==> src/ipal_pkg.sv <==
// types, constants and helper functions for the ipv4 prefix allow list
package ipal_pkg;

    localparam int MAX_ENTRIES_DEF = 64;
    localparam logic [5:0] PLEN_MAX = 6'd32;

    typedef enum logic [1:0] {
        CMD_CLEAR = 2'd0,
        CMD_ADD   = 2'd1,
        CMD_CHECK = 2'd2
    } ipal_cmd_t;

    typedef enum logic {
        ST_IDLE,
        ST_SCAN
    } ipal_state_t;

    typedef struct packed {
        logic [1:0]  command;
        logic [31:0] address;
        logic [5:0]  prefix_length;
    } ipal_req_t;

    typedef struct packed {
        logic        allowed;
        logic        status;
        logic [6:0]  entry_count;
        logic [5:0]  match_index;
    } ipal_rsp_t;

    // one table entry as stored in the memory
    typedef struct packed {
        logic [5:0]  plen;
        logic [31:0] net;
    } ipal_entry_t;

    localparam int ENTRY_W = $bits(ipal_entry_t);

    // leading-ones network mask for a prefix length of 0 to 32
    function automatic logic [31:0] prefix_mask(input logic [5:0] len);
        logic [31:0] mask;
        if (len == 6'd0)
        begin
            mask = 32'h0000_0000;
        end
        else if (len >= PLEN_MAX)
        begin
            mask = 32'hffff_ffff;
        end
        else
        begin
            mask = ~(32'hffff_ffff >> len);
        end
        return mask;
    endfunction

endpackage

==> src/ipal_ram.sv <==
// generic single-port-write, single-port-read ram with registered read data
module ipal_ram #(
    parameter int WIDTH = 32,
    parameter int DEPTH = 64
) (
    input  logic                                       clk,
    input  logic                                       we,
    input  logic [((DEPTH > 1) ? $clog2(DEPTH) : 1)-1:0] waddr,
    input  logic [WIDTH-1:0]                           wdata,
    input  logic [((DEPTH > 1) ? $clog2(DEPTH) : 1)-1:0] raddr,
    output logic [WIDTH-1:0]                           rdata
);

    logic [WIDTH-1:0] mem [DEPTH];

    always_ff @(posedge clk)
    begin
        if (we)
        begin
            mem[waddr] <= wdata;
        end
        rdata <= mem[raddr];
    end

endmodule

==> src/ipv4_prefix_allow_list.sv <==
// top level of the ipv4 prefix allow list: command decode, table scan and config port
//
//  channel   | handshake              | payload
//  ----------+------------------------+---------------------------------------
//  command   | start / busy           | request (command, address, prefix_length)
//  result    | done (one-cycle pulse) | result (allowed, status, entry_count, match_index)
//  config    | apb psel/penable       | enable at byte address 0
//
// clear, add, unused commands and checks that need no scan answer in the cycle after acceptance.
// a check against a table of n entries reads one entry per cycle from the entry ram and answers
// on the first hit or after the last entry; busy is high during the scan.
// the entry ram needs no clearing after reset: only entries below the fill count are used.
// done is a single-cycle strobe; the receiver cannot stall the block.
module ipv4_prefix_allow_list
    import ipal_pkg::*;
#(
    parameter int MAX_ENTRIES = MAX_ENTRIES_DEF
) (
    input  logic        clk,
    input  logic        rst_n,
    input  logic        start,
    output logic        busy,
    input  ipal_req_t   request,
    output logic        done,
    output ipal_rsp_t   result,
    input  logic        psel,
    input  logic        penable,
    input  logic        pwrite,
    input  logic [2:0]  paddr,
    input  logic [31:0] pwdata,
    output logic [31:0] prdata,
    output logic        pready
);

    localparam int AW = (MAX_ENTRIES > 1) ? $clog2(MAX_ENTRIES) : 1;
    localparam int CW = $clog2(MAX_ENTRIES + 1);

    ipal_state_t  state_reg, state_next;
    logic [CW-1:0] count_reg, count_next;
    logic          done_reg, done_next;
    logic          enable_reg;
    logic [AW-1:0] idx_reg, idx_next;
    logic [31:0]   addr_reg, addr_next;
    ipal_rsp_t     rsp_reg, rsp_next;

    logic          accept;
    logic          full;
    logic [5:0]    plen_sat;
    logic          ram_we;
    ipal_entry_t   ram_wdata;
    ipal_entry_t   ram_rdata;
    logic [AW-1:0] ram_raddr;
    logic          hit;
    logic          last;
    logic          cfg_write;

    assign accept = start && (state_reg == ST_IDLE);
    assign full = (count_reg == CW'(MAX_ENTRIES));
    assign plen_sat = (request.prefix_length > PLEN_MAX) ? PLEN_MAX : request.prefix_length;

    assign ram_we = accept && (request.command == CMD_ADD) && !full;
    assign ram_wdata.plen = plen_sat;
    assign ram_wdata.net = request.address & prefix_mask(plen_sat);

    // in idle the ram reads entry 0 so a scan starts with data in hand
    assign ram_raddr = (state_reg == ST_SCAN) ? (idx_reg + AW'(1)) : '0;

    ipal_ram #(
        .WIDTH (ENTRY_W),
        .DEPTH (MAX_ENTRIES)
    ) u_ram (
        .clk   (clk),
        .we    (ram_we),
        .waddr (count_reg[AW-1:0]),
        .wdata (ram_wdata),
        .raddr (ram_raddr),
        .rdata (ram_rdata)
    );

    assign hit = ((addr_reg & prefix_mask(ram_rdata.plen)) == ram_rdata.net);
    assign last = ((CW'(idx_reg) + CW'(1)) == count_reg);

    always_comb
    begin
        state_next = state_reg;
        count_next = count_reg;
        done_next = 1'b0;
        idx_next = idx_reg;
        addr_next = addr_reg;
        rsp_next = rsp_reg;
        case (state_reg)
            ST_IDLE:
            begin
                if (accept)
                begin
                    rsp_next.allowed = 1'b0;
                    rsp_next.status = 1'b0;
                    rsp_next.match_index = 6'd0;
                    done_next = 1'b1;
                    case (request.command)
                        CMD_CLEAR:
                        begin
                            count_next = '0;
                        end
                        CMD_ADD:
                        begin
                            if (full)
                            begin
                                rsp_next.status = 1'b1;
                            end
                            else
                            begin
                                count_next = count_reg + CW'(1);
                            end
                        end
                        CMD_CHECK:
                        begin
                            if (!enable_reg)
                            begin
                                rsp_next.allowed = 1'b1;
                            end
                            else if (count_reg != '0)
                            begin
                                done_next = 1'b0;
                                state_next = ST_SCAN;
                                idx_next = '0;
                                addr_next = request.address;
                            end
                        end
                        default:
                        begin
                            count_next = count_reg;
                        end
                    endcase
                    rsp_next.entry_count = 7'(count_next);
                end
            end
            ST_SCAN:
            begin
                if (hit)
                begin
                    rsp_next.allowed = 1'b1;
                    rsp_next.match_index = 6'(idx_reg);
                    done_next = 1'b1;
                    state_next = ST_IDLE;
                end
                else if (last)
                begin
                    done_next = 1'b1;
                    state_next = ST_IDLE;
                end
                else
                begin
                    idx_next = idx_reg + AW'(1);
                end
            end
            default:
            begin
                state_next = ST_IDLE;
            end
        endcase
    end

    assign cfg_write = psel && penable && pwrite && pready && !paddr[2];

    always_ff @(posedge clk or negedge rst_n)
    begin
        if (!rst_n)
        begin
            state_reg <= ST_IDLE;
            count_reg <= '0;
            done_reg <= 1'b0;
            enable_reg <= 1'b1;
        end
        else
        begin
            state_reg <= state_next;
            count_reg <= count_next;
            done_reg <= done_next;
            if (cfg_write)
            begin
                enable_reg <= pwdata[0];
            end
        end
    end

    always_ff @(posedge clk)
    begin
        idx_reg <= idx_next;
        addr_reg <= addr_next;
        rsp_reg <= rsp_next;
    end

    assign busy = (state_reg != ST_IDLE);
    assign done = done_reg;
    assign result = rsp_reg;
    assign pready = 1'b1;
    assign prdata = paddr[2] ? 32'd0 : {31'd0, enable_reg};

endmodule

==> config.mk <==
export PLATFORM = sky130hd
export DESIGN_NAME = ipv4_prefix_allow_list
export DESIGN_NICKNAME = d
export VERILOG_FILES = /design/src/ipal_pkg.sv /design/src/ipal_ram.sv /design/src/ipv4_prefix_allow_list.sv
export SDC_FILE = /design/constraint.sdc
export NUM_CORES = 2
export LEC_CHECK = 0
export BUFFER_PORTS_ARGS = -buffer_cell sky130_fd_sc_hd__buf_2
export CAP_MARGIN = 20
export CORE_MARGIN = 2
export CORE_UTILIZATION = 55
export CTS_CLUSTER_DIAMETER = 50
export CTS_CLUSTER_SIZE = 8
export DETAILED_ROUTE_END_ITERATION = 10
export GPL_TIMING_DRIVEN = 1
export HOLD_SLACK_MARGIN = 0.15
export MAX_ROUTING_LAYER = met4
export PLACE_DENSITY_LB_ADDON = 0.12
export SLEW_MARGIN = 20
export SYNTH_ARGS = -nofsm -noshare
export SYNTH_HDL_FRONTEND = slang
export SYNTH_SLANG_ARGS = --single-unit
==> constraint.sdc <==
create_clock -name clk -period 4.6 [get_ports clk]
set_clock_uncertainty 0.1 [all_clocks]
set_input_delay 0.46 -clock clk [delete_from_list [all_inputs] [get_ports clk]]
set_output_delay 0.46 -clock clk [all_outputs]
set_load 0.01 [all_outputs]
### Yosys cells after proc, flatten, opt, wreduce, memory -nomap -nowiden

Memories as Yosys holds them, arrays and structs flattened. A register that Yosys moved wholly into a read port is not among the register bits.
Cells that the tools add are included.

* bits of input ports: 81
* bits in writable memories: 2432
* output and inout port bits: 50
* flip-flop bits (word level): 63
* memories: 1
* word-level logic and storage cells: 93

* reductions and logical operators: 16
* equal/unequal tests: 12
* bitwise gates (word level): 5
* order comparisons: 3
* $add $sub $neg: 3
* shifts and indexed selects: 2
* muxes and demuxes: 41

Memories
* u_ram.mem: words 64, width 38, rd ports 1, clocked after Yosys merged registers in 1, write ports 1, RTL line ipal_ram.sv:14 `logic [WIDTH-1:0] mem [DEPTH];`

Operators with widths (number)
* 2-to-1 mux 32 bit: 4
* AND 32 bit: 2
* NOT 32 bit: 2
* >> shifter 32 x 6 -> 32 bit, first input constant: 2
* 2-to-1 mux 6 bit: 9
* equality test 32 bit: 1
* one-hot mux 6 bit (2 select lines): 2
* 2-to-1 mux 1 bit: 20
* 2-to-1 mux 15 bit: 1
* one-hot mux 7 bit (2 select lines): 1
* greater-or-equal comparator 6 bit, second input constant: 2
* zero test 6 bit: 2
* inequality test 2 bit, second input constant: 4
* adder 6 x 1 -> 7 bit, second input constant: 1
* adder 7 x 1 -> 7 bit, second input constant: 1
* equality test 7 bit: 1
* equality test 7 bit, second input constant: 1
* 2-to-1 mux 7 bit: 1
* nonzero test 7 bit: 1
* adder 6 x 1 -> 6 bit, second input constant: 1
* > comparator 6 bit, second input constant: 1
* logical AND 1 bit: 6
* inequality test 2 x 1 -> 1 bit, second input constant: 3
* one-hot mux 1 bit (2 select lines): 3
* 8 further kinds: 10

### Depth between registers and ports, before layout

* word-level depth: 8
* gate-level depth with buffers: 14
* gate-level depth less buffers: 9

### By module

From an unflattened synthesis, not the netlist that was laid out.

* cell total of the unflattened synthesis: 4466
* area, all modules: 97486.0 um^2

Modules (own cells, without submodules)
* ipal_ram: area each 92939.1 um^2, instances 1, sequential area each 73790.8 um^2, cells each 3989
* ipv4_prefix_allow_list: area each 4546.9 um^2, instances 1, sequential area each 1843.0 um^2, cells each 477

### Worst setup path before layout

OpenSTA, ideal clock, no wires.

* path type: input to register
* start point: input port request[1] in the netlist's numbering
* end point: memory u_ram.mem[0][21] in the netlist's numbering, data pin
* library setup time: 0.725 ns
* path buffers: 2
* data required time: 3.775 ns
* stages: 6
* slack: -1.165 ns
* data arrival time: 4.940 ns
* path through: clkbuf_1 nor2b_1 clkbuf_1 a21o_1 nand2_1 a21boi_0

RTL lines
* start: declaration: RTL line ipv4_prefix_allow_list.sv:23 `input ipal_req_t request,`
* end: declaration: RTL line ipal_ram.sv:14

### Worst setup path after layout

* start point: register idx_reg[1]
* end point: register u_ram.rdata[5] (read register of u_ram.mem)

* cells in the longest elaborated chain, start to end: 2

Ends and longest elaborated chain
* start: declaration: RTL line ipv4_prefix_allow_list.sv:42 `logic [AW-1:0] idx_reg, idx_next;`
* start signal: assignment: RTL line ipv4_prefix_allow_list.sv:189 `idx_reg <= idx_next;`
* adder 6 x 1 -> 6 bit: RTL line ipv4_prefix_allow_list.sv:66 `assign ram_raddr = (state_reg == ST_SCAN) ? (idx_reg + AW'(1)) : '0;`
* 2-to-1 mux 6 bit: RTL line ipv4_prefix_allow_list.sv:66
* end: declaration: RTL line ipal_ram.sv:11 `output logic [WIDTH-1:0] rdata`

Every way passes these cells.
A chain may end at the register's enable or synchronous reset.

==> results.cfg <==
[critical_path]
crit_path_start_kind = flip-flop
critPathKind = reg2reg
required_ns = 5.33
worstSetupStartpoint = idx_reg[1]
reg2reg_from = idx_reg[1]
slowest_stage = o21ai_1
cpPeakStageDelay_ns = 0.75
cp.arrival_ns = 4.83
crit_path_max_fanout = 124
cp_cell_sequence = ha_1 > xor2_4 > buf_12 > and3_1 > a211o_1 > a221oi_1 > o21ai_1 > nand4b_1 > nand3_1
end_kind = flip-flop

[synth]
ys_warn_count = 0
synth_area_leader_cell = edfxtp_1
synth_mux_area_share_pct = 5.200
synth-compound-area-share_pct = 8.788
synth_top_family_by_area = compound AO/OA/AOI/OAI gates
netlist.area_leader.share_pct = 75.58
ys_top_cells_by_count = edfxtp_1 (2,485), nand2_1 (472), nand3_1 (329), clkbuf_1 (322), and3_1 (235)
synth-adder-area-share_pct = 0.03802
yosysMostFrequentCell = edfxtp_1
synth_edf_count = 2485
synthArstFlopShare_pct = 0.3948
yosys.area_share.xor_xnor_pct = 0.2205
synth-seq-area-share_pct = 76.61
postSynthCellCount = 5866
synth-simple-area-share_pct = 6.899
synth_ff_type = edfxtp_1
ys_top_cells_by_area = edfxtp_1 (76%), mux4_2 (5.2%), nand2_1 (1.8%)
synth_cell_types = 76
ys_ff_latch = 2533
syn_area_mm2 = 0.09873
avgSynthCellArea_um2 = 16.83

[die]
core_area_mm2 = 0.1784
die_h_um = 427.7
fp.dieArea_mm2 = 0.1829
rows = 155
start_util_pct = 55.33
io_pins = 131
die_w_um = 427.7

[routing]
antenna_left = 0
wl_per_cell_um = 33.56
vias = 58560
vias_per_cell = 6.793
routed_wirelength_um = 289300
drc_errors = 0
firstDrtPassIters = 6
drt_iter0_markers = 8078

[place]
placedInstanceArea_mm2 = 0.1034
numPlacedInstances = 8084
portBuffers = 65
hpwl_um = 150000
gp_congestion = 0.8981

[global_routing]
grt_overflow = 0
track_usage_pct = 32.48
grt_pass1_wl_um = 409000
grt_max_degree = 151
grt_pass1_vias = 57190
antenna_found_initial = 8

[clock_network]
cts_setup_buffers = 0
clkLatencyLatePin_ns = 0.94
clk_pin_slew_worst_paths_ns = 0.05
cts_tree = done
root_buffer = clkbuf_16
numCtsBuffers = 370
clockBufferDepth = 4
cts_resized = 0
cts_htree_levels = 5
cts.sinks = 2533

[layout]
nets = 6244
final_core_util_pct = 63.81
fill_cells = 12390
largest_reg_flops = 2432
area_growth_pct = 15.32
final_area_mm2 = 0.1139
drive_gt1_share_pct = 18.20
instances_no_fill = 8621

[min_path]
hp-start = request[25]
hp-class = in2reg

[power_and_ir_drop]
power_mw = 72.00
peakVddDrop_uv = 789.7
clock_power_share_pct = 32.7
p_per_area_mw_per_mm2 = 632.4
power_frac_seq_pct = 36.7
internal_power_mw = 47.33
combPwrFrac_pct = 30.6
swShare_pct = 34.26
leakage_nw = 37.43
power.switching_mw = 24.67

[timing]
setup_violations = 0
final-hold-violation-count = 0
rsz0062_at_grt = false
fin_crit_ns = 4.106
relSlewSlack_pct = 25.51
min_period_over_period_pct = 89.27
clock.fmax_ghz = 0.2435
setup_tns_ns = 0
worstMarginPinSlew_ns = 1.115
final-max-slew-violation-count = 0

[flow_run]
max_cap_violations = 0

[run_status]
status = finished, final reports clean
per-stage QoR:
step                      setup WS, ns  hold slack (ns)
after floorplan                0.01726          0.06441
after global placement          0.6014           0.2483
after detailed placement        0.5774           0.2556
after CTS                       0.5799           0.1503
after global routing            0.3827           0.1883
final                           0.4937           0.1960
per-layer routing:
metal / share of wire, % / track usage [%]
met1: 38 / 42.95
met2: 48 / 50.05
met3: 9.5 / 5.989
met4: 4.4 / 13.58
met5: 0 / -
layout make-up:
type | count | area, µm² | area share (%)
clock buffers | 464 | 9717 | 8.534
multi-input cells | 2848 | 21840 | 19.18
flip-flops and latches | 2533 | 75640 | 66.43
inverters | 35 | 158.9 | 0.1396
diodes | 2 | 5.005 | 0.004396
well taps | 2355 | 2947 | 2.588
clock inverters | 12 | 93.84 | 0.08242
repair buffers | 372 | 3456 | 3.035
kinds of logic (layout without fill, tap and decap cells):
family | after synthesis | count (layout)
flops | 2533 | 2533
simple gates | 1368 | 1368
compound gates | 1192 | 1192
buf+inv | 515 | 883
mux | 229 | 229
xor+xnor | 24 | 24
fa+ha+maj | 3 | 3
other cells | 2 | 34
power by group through the flow:
stage / logic [mW] / registers (mW) / clock network (mW)
after floorplan: 13.1 / 26.5 / 0
after global placement: 21.3 / 26.8 / 0
after detailed placement: 21.5 / 26.8 / 0
after CTS: 21.6 / 26.4 / 23.7
after global routing: 23.1 / 26.4 / 24.7
final: 22.1 / 26.4 / 23.5
final timing paths:
check / end / slack, ns / cells past startpoint
max reg2reg: u_ram.rdata[5] / 0.49 / 9
min reg2reg: count_reg[0] / 0.52 / 2
max in group asynchronous: busy / 3.41 / 3
max: u_ram.rdata[5] / 0.49 / 9
min: addr_reg[19] / 0.20 / 2
min in group asynchronous: count_reg[4] / 0.54 / 3
worst max-delay path: cells and delay by family, from the launching register on:
kind	cells	cell delay, ns
XOR/XNOR	1	0.51
flip-flops	1	0.41
AO/OA/AOI/OAI	3	0.94
adder cells (fa/ha/maj)	1	0.31
AND/OR/NAND/NOR	3	1.10
buffers and inverters	1	0.58
timing repair:
item / in CTS / in global routing
hold endpoints to repair: 498 / 0
hold buffers: 58 / 0
endpoints found under the setup margin: 0 / 0
cells in the final DEF (no fill, tap or decap), types with 77 or more instances in the layout:
cell,netlist,final
a211oi_1,154,154
a21oi_1,204,203
a221oi_1,113,113
buf_4,36,197
nand3_1,329,327
o22ai_1,87,87
o21ai_0,92,92
o21ai_1,89,88
edfxtp_1,2485,2485
a211o_1,77,77
nand2_1,472,467
mux4_2,227,227
clkbuf_16,0,374
clkbuf_1,322,88
and3_1,235,235
o221ai_1,151,151
o221a_2,77,77
No activity file was read; power rests on OpenSTA's default activity.
